===== src/hw/rtl/murmur2_hash_with_range_reduce_macros.svh =====
// Assertion macros shared by the hash block RTL.
// Each macro expects signals named clk and rst in the enclosing scope.
`ifndef MURMUR2_HASH_WITH_RANGE_REDUCE_MACROS_SVH
`define MURMUR2_HASH_WITH_RANGE_REDUCE_MACROS_SVH

// The condition implies the consequence in the same cycle.
`define MM2RR_ASSERT_SAME(lbl, ante, cons, msg) \
  lbl: assert property (@(posedge clk) disable iff (rst) (ante) |-> (cons)) \
    else $error(msg);

// The condition implies the consequence in the next cycle.
`define MM2RR_ASSERT_NEXT(lbl, ante, cons, msg) \
  lbl: assert property (@(posedge clk) disable iff (rst) (ante) |=> (cons)) \
    else $error(msg);

`endif


===== src/hw/rtl/mm2rr_pkg.sv =====
// ----------------------------------------------------------------------------
// mm2rr_pkg
// Types and constants shared by the hash block, its channels and its divider.
// ----------------------------------------------------------------------------
`timescale 1ns / 1ps
`default_nettype none

package mm2rr_pkg;

  // Hash constants.
  localparam logic [31:0] MixMul      = 32'h5bd1e995;
  localparam int unsigned WordShift   = 24;
  localparam int unsigned FinalShiftA = 13;
  localparam int unsigned FinalShiftB = 15;

  // Field widths.
  localparam int unsigned WordW   = 32;
  localparam int unsigned CountW  = 3;
  localparam int unsigned LengthW = 31;
  localparam int unsigned BoundW  = 31;

  // One input transfer.
  typedef struct packed {
    logic [WordW-1:0]   data_word;
    logic [CountW-1:0]  byte_count;
    logic [LengthW-1:0] total_length;
    logic               last_item;
    logic               reduce_enable;
    logic [BoundW-1:0]  range_bound;
  } in_item_t;

  // One result transfer.
  typedef struct packed {
    logic [WordW-1:0] hash_result;
  } out_item_t;

  // Control from the sequencer to the divider.
  typedef struct packed {
    logic start;
  } div_ctl_t;

  // Status from the divider back to the sequencer.
  typedef struct packed {
    logic busy;
    logic done;
  } div_sts_t;

  // Mask that keeps the valid low bytes of a short tail word.
  function automatic logic [WordW-1:0] tail_mask(input logic [CountW-1:0] count);
    logic [WordW-1:0] m;
    case (count)
      3'd3:    m = 32'h00FF_FFFF;
      3'd2:    m = 32'h0000_FFFF;
      default: m = 32'h0000_00FF;
    endcase
    return m;
  endfunction

endpackage

`default_nettype wire


===== src/hw/rtl/mm2rr_in_if.sv =====
// ----------------------------------------------------------------------------
// mm2rr_in_if
// Valid/ready channel that carries message words into the hash block.
// ----------------------------------------------------------------------------
`timescale 1ns / 1ps
`default_nettype none

interface mm2rr_in_if ();
  logic                valid;
  logic                ready;
  mm2rr_pkg::in_item_t data;

  modport source (output valid, output data, input ready);
  modport sink (input valid, input data, output ready);
endinterface

`default_nettype wire


===== src/hw/rtl/mm2rr_out_if.sv =====
// ----------------------------------------------------------------------------
// mm2rr_out_if
// Valid/ready channel that carries finished hash values out of the block.
// ----------------------------------------------------------------------------
`timescale 1ns / 1ps
`default_nettype none

interface mm2rr_out_if ();
  logic                 valid;
  logic                 ready;
  mm2rr_pkg::out_item_t data;

  modport source (output valid, output data, input ready);
  modport sink (input valid, input data, output ready);
endinterface

`default_nettype wire


===== src/hw/rtl/mm2rr_divider.sv =====
// ----------------------------------------------------------------------------
// mm2rr_divider
// Restoring bit-serial divider that returns the remainder of a 32-bit value
// by a 31-bit divisor, one quotient bit per cycle.
// ----------------------------------------------------------------------------
`timescale 1ns / 1ps
`default_nettype none

module mm2rr_divider (
  input  wire logic                             clk,
  input  wire logic                             rst,
  input  wire mm2rr_pkg::div_ctl_t              ctl,
  input  wire logic [mm2rr_pkg::WordW-1:0]      dividend,
  input  wire logic [mm2rr_pkg::BoundW-1:0]     divisor,
  output mm2rr_pkg::div_sts_t                   sts,
  output logic [mm2rr_pkg::WordW-1:0]           remainder
);

  `include "murmur2_hash_with_range_reduce_macros.svh"

  localparam int unsigned StepW = $clog2(mm2rr_pkg::WordW);

  logic                            busy;
  logic                            done;
  logic [StepW-1:0]                step;
  logic [mm2rr_pkg::WordW-1:0]     dvd;
  logic [mm2rr_pkg::BoundW-1:0]    dsr;
  logic [mm2rr_pkg::BoundW-1:0]    rem;
  logic [mm2rr_pkg::WordW-1:0]     trial;
  logic [mm2rr_pkg::WordW:0]       diff;
  logic [mm2rr_pkg::BoundW-1:0]    rem_next;

  // Shift in the next dividend bit and subtract the divisor if it fits.
  always_comb begin
    trial    = {rem, dvd[mm2rr_pkg::WordW-1]};
    diff     = {1'b0, trial} - {2'b00, dsr};
    rem_next = diff[mm2rr_pkg::WordW] ? trial[mm2rr_pkg::BoundW-1:0]
                                      : diff[mm2rr_pkg::BoundW-1:0];
  end

  // Control state clears on reset; the datapath registers do not need to.
  always_ff @(posedge clk) begin
    if (rst) begin
      busy <= 1'b0;
      done <= 1'b0;
      step <= '0;
    end else begin
      done <= 1'b0;
      if (ctl.start) begin
        busy <= 1'b1;
        step <= StepW'(mm2rr_pkg::WordW - 1);
      end else if (busy) begin
        if (step == '0) begin
          busy <= 1'b0;
          done <= 1'b1;
        end else begin
          step <= step - 1'b1;
        end
      end
    end
  end

  always_ff @(posedge clk) begin
    if (ctl.start) begin
      dvd <= dividend;
      dsr <= divisor;
      rem <= '0;
    end else if (busy) begin
      dvd <= {dvd[mm2rr_pkg::WordW-2:0], 1'b0};
      rem <= rem_next;
    end
  end

  assign sts       = {busy, done};
  assign remainder = {1'b0, rem};

  `MM2RR_ASSERT_SAME(a_start_when_free, ctl.start, !busy, "divider started while busy")
  `MM2RR_ASSERT_SAME(a_done_in_range, done, rem < dsr, "remainder not below divisor")
  `MM2RR_ASSERT_NEXT(a_done_after_last_step, busy && step == '0 && !ctl.start,
                     done && !busy, "divider did not finish after its last step")

endmodule

`default_nettype wire


===== src/hw/rtl/murmur2_hash_with_range_reduce.sv =====
// ----------------------------------------------------------------------------
// murmur2_hash_with_range_reduce
// 32-bit MurmurHash2 over little-endian message words, with an optional
// reduction of the final hash modulo a bound.
// ----------------------------------------------------------------------------
//
//   channel | role   | payload
//   --------+--------+--------------------------------------------------------
//   msg     | sink   | data_word, byte_count, total_length, last_item,
//           |        | reduce_enable, range_bound
//   hash    | source | hash_result (one transfer per message)
//
// All multiplications go through one 32x32 multiplier by the mix constant,
// used once per cycle under the sequencer. A full word steps through K1, K2
// and MH, a tail word through TAIL, and an empty non-final item is taken in
// IDLE. The last item adds the final mix and output, plus the bit-serial
// divider when reduction applies with a bound of 2 or more. Input ready is
// high only while the sequencer is idle; a result waits in the output
// register until the sink takes it, and the next result waits behind it.
// Reset is synchronous and returns the block to idle with no message open.
//
`timescale 1ns / 1ps
`default_nettype none

module murmur2_hash_with_range_reduce (
  input wire logic   clk,
  input wire logic   rst,
  mm2rr_in_if.sink   msg,
  mm2rr_out_if.source hash
);

  `include "murmur2_hash_with_range_reduce_macros.svh"

  typedef enum logic [3:0] {
    ST_IDLE,
    ST_K1,
    ST_K2,
    ST_MH,
    ST_TAIL,
    ST_FIN1,
    ST_FIN2,
    ST_DIV_GO,
    ST_DIV_WAIT,
    ST_PUT
  } state_t;

  state_t                           state;
  logic                             in_message;
  logic [mm2rr_pkg::WordW-1:0]      h;
  logic [mm2rr_pkg::WordW-1:0]      k;
  logic [mm2rr_pkg::WordW-1:0]      w;
  logic [mm2rr_pkg::CountW-1:0]     cnt;
  logic                             last_r;
  logic                             reduce_r;
  logic [mm2rr_pkg::BoundW-1:0]     bound_r;
  logic                             out_valid;
  logic [mm2rr_pkg::WordW-1:0]      out_data;

  logic                             accept;
  logic [mm2rr_pkg::WordW-1:0]      h_start;
  logic [mm2rr_pkg::WordW-1:0]      mul_op;
  logic [mm2rr_pkg::WordW-1:0]      product;
  logic                             bound_small;
  logic                             out_free;

  mm2rr_pkg::div_ctl_t              div_ctl;
  mm2rr_pkg::div_sts_t              div_sts;
  logic [mm2rr_pkg::WordW-1:0]      div_rem;

  assign msg.ready = (state == ST_IDLE);
  assign accept    = msg.valid && msg.ready;
  assign h_start   = in_message ? h : {1'b0, msg.data.total_length};
  assign bound_small = (bound_r < mm2rr_pkg::BoundW'(2));
  assign out_free  = !out_valid || hash.ready;

  // Operand select for the shared multiplier; the other factor is constant.
  always_comb begin
    case (state)
      ST_K1:   mul_op = w;
      ST_K2:   mul_op = k ^ (k >> mm2rr_pkg::WordShift);
      ST_MH:   mul_op = h;
      ST_TAIL: mul_op = h ^ (w & mm2rr_pkg::tail_mask(cnt));
      ST_FIN1: mul_op = h ^ (h >> mm2rr_pkg::FinalShiftA);
      default: mul_op = h;
    endcase
  end

  assign product = mul_op * mm2rr_pkg::MixMul;

  // The divider is launched only for a reduction with a bound of 2 or more.
  assign div_ctl.start = (state == ST_DIV_GO);

  mm2rr_divider u_divider (
    .clk       (clk),
    .rst       (rst),
    .ctl       (div_ctl),
    .dividend  (h),
    .divisor   (bound_r),
    .sts       (div_sts),
    .remainder (div_rem)
  );

  // Sequencer, working registers and the output register.
  always_ff @(posedge clk) begin
    if (rst) begin
      state      <= ST_IDLE;
      in_message <= 1'b0;
      out_valid  <= 1'b0;
    end else begin
      // The output register fills with a finished hash or empties on a transfer.
      if (state == ST_PUT && out_free) begin
        out_valid <= 1'b1;
      end else if (hash.ready) begin
        out_valid <= 1'b0;
      end
      unique case (state) inside
        ST_IDLE: begin
          if (accept) begin
            h        <= h_start;
            w        <= msg.data.data_word;
            cnt      <= msg.data.byte_count;
            last_r   <= msg.data.last_item;
            reduce_r <= msg.data.reduce_enable;
            bound_r  <= msg.data.range_bound;
            if (msg.data.byte_count[2]) begin
              state <= ST_K1;
            end else if (msg.data.byte_count != '0) begin
              state <= ST_TAIL;
            end else if (msg.data.last_item) begin
              state <= ST_FIN1;
            end else begin
              in_message <= 1'b1;
            end
          end
        end
        ST_K1: begin
          k     <= product;
          state <= ST_K2;
        end
        ST_K2: begin
          k     <= product;
          state <= ST_MH;
        end
        ST_MH, ST_TAIL: begin
          h <= (state == ST_MH) ? (product ^ k) : product;
          if (last_r) begin
            state <= ST_FIN1;
          end else begin
            in_message <= 1'b1;
            state      <= ST_IDLE;
          end
        end
        ST_FIN1: begin
          h     <= product;
          state <= ST_FIN2;
        end
        ST_FIN2: begin
          if (reduce_r && bound_small) begin
            h     <= '0;
            state <= ST_PUT;
          end else begin
            h     <= h ^ (h >> mm2rr_pkg::FinalShiftB);
            state <= reduce_r ? ST_DIV_GO : ST_PUT;
          end
        end
        ST_DIV_GO: begin
          state <= ST_DIV_WAIT;
        end
        ST_DIV_WAIT: begin
          if (div_sts.done) begin
            h     <= div_rem;
            state <= ST_PUT;
          end
        end
        ST_PUT: begin
          if (out_free) begin
            out_data   <= h;
            in_message <= 1'b0;
            state      <= ST_IDLE;
          end
        end
        default: begin
          state <= ST_IDLE;
        end
      endcase
    end
  end

  assign hash.valid            = out_valid;
  assign hash.data.hash_result = out_data;

  `MM2RR_ASSERT_SAME(a_div_start_needed, div_ctl.start, reduce_r && !bound_small,
                     "divider started without a usable bound")
  `MM2RR_ASSERT_SAME(a_div_done_expected, div_sts.done, state == ST_DIV_WAIT,
                     "divider finished outside its wait state")
  `MM2RR_ASSERT_NEXT(a_result_from_put, !out_valid && state != ST_PUT, !out_valid,
                     "result appeared without passing the output state")
  `MM2RR_ASSERT_NEXT(a_open_after_middle, accept && !msg.data.last_item
                     && msg.data.byte_count == '0, in_message && state == ST_IDLE,
                     "empty middle item did not keep the message open")

endmodule

`default_nettype wire


===== src/flat_wrapper.sv =====
// flat-port wrapper written by rule: the top's interface ports become plain ports
module murmur2_hash_with_range_reduce_flat 
  (clk, rst, msg_valid, msg_data, msg_ready, hash_valid, hash_data, hash_ready);
  mm2rr_in_if msg_i ();
  mm2rr_out_if hash_i ();
  input wire logic clk;
  input wire logic rst;
  input wire logic [$bits(msg_i.valid)-1:0] msg_valid;
  input wire logic [$bits(msg_i.data)-1:0] msg_data;
  output wire logic [$bits(msg_i.ready)-1:0] msg_ready;
  output wire logic [$bits(hash_i.valid)-1:0] hash_valid;
  output wire logic [$bits(hash_i.data)-1:0] hash_data;
  input wire logic [$bits(hash_i.ready)-1:0] hash_ready;
  assign msg_i.valid = msg_valid;
  assign msg_i.data = msg_data;
  assign msg_ready = msg_i.ready;
  assign hash_valid = hash_i.valid;
  assign hash_data = hash_i.data;
  assign hash_i.ready = hash_ready;
  murmur2_hash_with_range_reduce u_core (.clk(clk), .rst(rst), .msg(msg_i), .hash(hash_i));
endmodule

===== config.mk =====
export PLATFORM = sky130hd
export DESIGN_NAME = murmur2_hash_with_range_reduce_flat
export DESIGN_NICKNAME = d
export VERILOG_FILES = /design/src/hw/rtl/mm2rr_pkg.sv /design/src/hw/rtl/mm2rr_in_if.sv /design/src/hw/rtl/mm2rr_out_if.sv /design/src/hw/rtl/mm2rr_divider.sv /design/src/hw/rtl/murmur2_hash_with_range_reduce.sv /design/src/flat_wrapper.sv
export VERILOG_INCLUDE_DIRS = /design/src /design/src/hw/rtl
export SDC_FILE = /design/constraint.sdc
export NUM_CORES = 1
export LEC_CHECK = 0
export BUFFER_PORTS_ARGS = -buffer_cell sky130_fd_sc_hd__buf_2
export CORE_UTILIZATION = 39
export DETAILED_ROUTE_END_ITERATION = 7
export REMOVE_ABC_BUFFERS = 1
export SKIP_LAST_GASP = 1
export SLEW_MARGIN = 20
export SYNTH_ARGS = -nofsm -noshare
export SYNTH_HDL_FRONTEND = slang
export SYNTH_HIERARCHICAL = 1
export SYNTH_SLANG_ARGS = --single-unit

===== constraint.sdc =====
create_clock -name clk -period 9.9 [get_ports clk]
set_input_delay 1.98 -clock clk [delete_from_list [all_inputs] [get_ports clk]]
set_output_delay 1.98 -clock clk [all_outputs]
set_load 0.02 [all_outputs]

# Yosys cells after proc, flatten, opt, wreduce, memory -nomap -nowiden
# Index checks and enable logic that the tools add are counted.
dict set report word_totals {
  output_inout_bits 34
  register_bits 271
}
dict set report op_classes {
  eq_ne 21
  n_reduce_logical 22
  n_bitwise 8
  n_addsub 2
  mux 38
  n_mul 1
  magnitude_cmp 1
}
# op n
set ops {}
lappend ops {{$mux W32} 8}
lappend ops {{$pmux W32 S5} 1}
lappend ops {{$pmux W32 S4} 1}
lappend ops {{$xor A32 B32 Y32} 2}
lappend ops {{$pmux W24 S2} 1}
lappend ops {{$pmux W4 S9} 1}
lappend ops {{$sub A32 B31 Y33} 1}
lappend ops {{$and A32 B32 Y32} 1}
lappend ops {{$mul A32 B31 Y32 const B} 1}
lappend ops {{$mux W4} 8}
lappend ops {{$xor A32 B17 Y32} 1}
lappend ops {{$xor A32 B19 Y32} 1}
lappend ops {{$xor A32 B8 Y32} 1}
lappend ops {{$lt A31 B2 Y1 const B} 1}
lappend ops {{$mux W31} 1}
lappend ops {{$eq A4 B3 Y1 const B} 4}
lappend ops {{$mux W5} 3}
lappend ops {{$ne A2 B2 Y1 const B} 7}
lappend ops {{$mux W1} 12}
lappend ops {{$eq A4 B2 Y1 const B} 2}
lappend ops {{$eq A4 B4 Y1 const B} 2}
lappend ops {{$reduce_and A7 Y1} 1}
lappend ops {{$eq A3 B2 Y1 const B} 2}
lappend ops {{$reduce_and A3 Y1} 2}
lappend ops {{other kinds (20)} 28}

# Logic depth before layout (Yosys ltp)
dict set report logic_depth {
  ltp_word 10
  mapped_depth 35
  depth_no_buf 32
}

# Modules after synthesis
# The synthesis kept the hierarchy.
# module n_inst area_each_um2 cells_per_inst seq_area_each_um2
set modules_own_cells {}
lappend modules_own_cells {murmur2_hash_with_range_reduce 1 16895.0 1588 5044.8}
lappend modules_own_cells {mm2rr_divider 1 5708.0 549 2652.5}

# Worst setup path after synthesis
# Ideal clock, no wire load.
dict set report synth_timing {
  kind {flip-flop to flip-flop}
  startpoint {register u_core.state[3]}
  endpoint {register u_core/h[31] in the netlist's numbering (data pin)}
  path_slack_ns 1.723
  required_time_ns 9.636
  path_stages_with_launch 32
  setup_ns 0.264
  t_arrival_ns 7.913
  n_path_buf 3
  path_cell_list {dfxtp_1 buf_6 or3b_1 buf_6 clkbuf_1 nor3_1 a21oi_1 a221oi_1 inv_1 ha_1 ha_1 fa_1 inv_1 fa_1 inv_1 fa_1 fa_1 fa_1 inv_1 fa_1 inv_1 ha_1 nand3_1 nor2_1 inv_1 o31ai_1 o21ai_0 o21ai_2 xnor2_2 xnor2_2 xnor2_1 o21ai_1}
}
dict set report synth_between {
  elab_chain_len 6
}
# element line_no
set synth_lines {}
lappend synth_lines {{from (decl)} murmur2_hash_with_range_reduce.sv:47} ;# state_t state;
lappend synth_lines {{from (signal assigned)} murmur2_hash_with_range_reduce.sv:163} ;# state <= reduce_r ? ST_DIV_GO : ST_PUT;
lappend synth_lines {{$eq A4 B3 Y1 (tied with other cells)} murmur2_hash_with_range_reduce.sv:78} ;# case (state)
lappend synth_lines {{$pmux W32 S4 (*)} murmur2_hash_with_range_reduce.sv:78}
lappend synth_lines {{$mul A32 B31 Y32 (*)} murmur2_hash_with_range_reduce.sv:88} ;# assign product = mul_op * mm2rr_pkg::MixMul;
lappend synth_lines {{named net u_core.product, one bit} murmur2_hash_with_range_reduce.sv:62} ;# logic [mm2rr_pkg::WordW-1:0] product;
lappend synth_lines {{$xor A32 B32 Y32} murmur2_hash_with_range_reduce.sv:145} ;# h <= (state == ST_MH) ? (product ^ k) : product;
lappend synth_lines {{$mux W32} murmur2_hash_with_range_reduce.sv:145}
lappend synth_lines {{$pmux W32 S5 (*)} murmur2_hash_with_range_reduce.sv:116} ;# unique case (state) inside
lappend synth_lines {{to (signal assigned)} murmur2_hash_with_range_reduce.sv:119} ;# h <= h_start;
lappend synth_lines {{to (signal assigned)} murmur2_hash_with_range_reduce.sv:145}
lappend synth_lines {{to (signal assigned)} murmur2_hash_with_range_reduce.sv:154} ;# h <= product;
lappend synth_lines {{to (decl)} murmur2_hash_with_range_reduce.sv:49} ;# logic [mm2rr_pkg::WordW-1:0] h;
# Mark *: on every way through the listed nets, which the timed path passes. The rest lies on a longest branch.
# A chain may end at the register's enable or synchronous reset.

# Worst setup path in the final report
dict set report layout_timing {
  startpoint {register u_core.state[2]}
  endpoint {register u_core/h[31] in the netlist's numbering (data pin)}
}
# Same word-level chain as after synthesis.

==> metrics.yaml <==
critical_path:
  crit_slowest_cell: "or4b_1"
  end_kind: "register"
  critPathMaxStageDelay_ns: 0.86
  cpMostUsedCell: "inv_1"
  cp_data_arrival_time_ns: 9.54
  critPathMaxFanout: 18
  cp.required_ns: 10.20
  path_class: "register to register"
  cp-start-kind: "register"
synthesis:
  synth_area_sq_um: 22600
  syn_inst: 2136
  syn_avg_cell_area_sq_um: 10.6
  yosysWarningCount: 6
drt:
  drt-wirelength-per-cell_um: 21.9
  drt_iter0_markers: 1533
  via_per_inst: 5.43
  wl_mm: 66.8
  drcViolationCount: 0
  dr.pass1.iters: 8
  vias: 16600
  drtAntennaViolNets: 0
sta:
  slew_viol_final: 0
  finalCriticalPeriod_ns: 9.24
  relSlewSlack: 0.247
  worstMarginPinSlew_ns: 1.13
  hold_viol_final: 0
  period_share: 0.934
  finClkSkew_ns: 0.0185
  fin_setup_tns_ns: 0
  fmax_ghz: 0.108
  setup_viol: 0
  rsz0062_at_grt: "false"
die:
  ios: 137
  start_util: 0.398
  core_sq_um: 56800
  die_area_sq_um: 58900
  rows: 87
  die_w_um: 243
  die_y_um: 243
clock_tree:
  cts_htree_levels: 1
  clock-sinks: 271
  cts_setup_buffers: 0
  clk_pin_slew_ns: 0.06
  root_buffer: "clkbuf_16"
  ctsHoldBuffers: 0
  post_cts_resize_count: 0
  clkLatencyLatePin_ns: 0.56
  cts_tree: "done"
  cts_buffers: 28
  clock_path_buffers: 3
grt:
  grt_pass1_vias: 16900
  grt_use_total: 0.226
  grt_start_max_net_pins: 64
  grt_pass1_wl_mm: 101
  grt_overflow: 0
  antenna_found_initial: 0
flow_run:
  max-cap-violations: 0
placed_design:
  port_buffers: 136
  gp_congestion: 0.957
  dp_hpwl_mm: 53.7
hold_path:
  min_path_type: "register to register"
layout:
  nets: 2815
  n_antenna_cell: 0
  post_route_cells_drive_above_1_share: 0.126
  area_delta_synth_final_pct: 12.0
run_status:
  status: "finished, final reports clean"
[state kept, by name, summed over array words and instances (netlist names), 3 cells and up]
register,count
u_core/hash.data,32
u_core/cnt,3
u_core/state,4
u_core/u_divider/dvd,32
u_core/u_divider/step,5
u_core/u_divider/rem,31
u_core/bound_r,31
u_core/u_divider/dsr,31
u_core/h,32
u_core/k,32
u_core/w,32
[critical path: cells and delay by family (launching register included)]
kind / cells / cell delay (ns)
adder cells (fa/ha/maj): 9 / 4.24
AO/OA/AOI/OAI: 11 / 2.14
AND/OR/NAND/NOR: 1 / 0.86
flip-flops: 1 / 0.69
buffers and inverters: 8 / 0.57
XOR/XNOR: 3 / 0.49
[worst paths after layout]
kind | startpoint | endpoint | slack, ns | cells after the start
max | u_core/state[2]$_SDFFE_PP0P_ | u_core/h[31]$_DFFE_PP_ | 0.66 | 32
min | u_core/bound_r[0]$_DFFE_PP_ | u_core/u_divider/dsr[0]$_DFFE_PP_ | 0.42 | 0
max reg2reg | u_core/state[2]$_SDFFE_PP0P_ | u_core/h[31]$_DFFE_PP_ | 0.66 | 32
min reg2reg | u_core/bound_r[0]$_DFFE_PP_ | u_core/u_divider/dsr[0]$_DFFE_PP_ | 0.42 | 0
[per-layer routing]
layer | up-vias | routed length (um) | GRT usage
met5 | - | 0 | 0
li1 | 7663 | - | -
met1 | 8122 | 28200 | 0.302
met4 | 0 | 2760 | 0.0882
met2 | 691 | 31900 | 0.379
met3 | 136 | 4000 | 0.0196
[final cells by class]
type / count / area (sq um)
Multi-Input combinational cell: 1391 / 13100
Clock buffer: 41 / 853
Timing Repair Buffer: 186 / 1060
Sequential cell: 271 / 7700
Clock inverter: 10 / 104
Inverter: 403 / 1510
Tap cell: 756 / 946
Fill cell: 5421 / 31500
[cell usage in the layout, fill, tap and decap left out, types with 49 or more instances in the layout]
cell type,n
inv_1,403
ha_1,249
edfxtp_1,227
fa_1,182
buf_2,136
nor2_1,119
nand2_1,106
a21oi_1,97
o21ai_0,71
xnor2_1,67
xor2_1,58
buf_4,49
[metrics by stage]
step / utilization / worst slack, ns / std cells / instance area [sq um] / hold slack (ns)
after floorplan: - / 1.31 / 2065 / 22300 / 0.400
after global routing: 0.445 / 0.179 / 3058 / 25300 / 0.453
after CTS: 0.445 / 0.764 / 3057 / 25300 / 0.428
final: 0.445 / 0.658 / 3058 / 25300 / 0.422
after detailed placement: 0.428 / 0.834 / 3006 / 24300 / 0.414
after global placement: 0.428 / 0.915 / 3006 / 24300 / 0.402
Power is not shown: default switching activity piles up to over one toggle a cycle in this logic, so the estimate is an artifact.
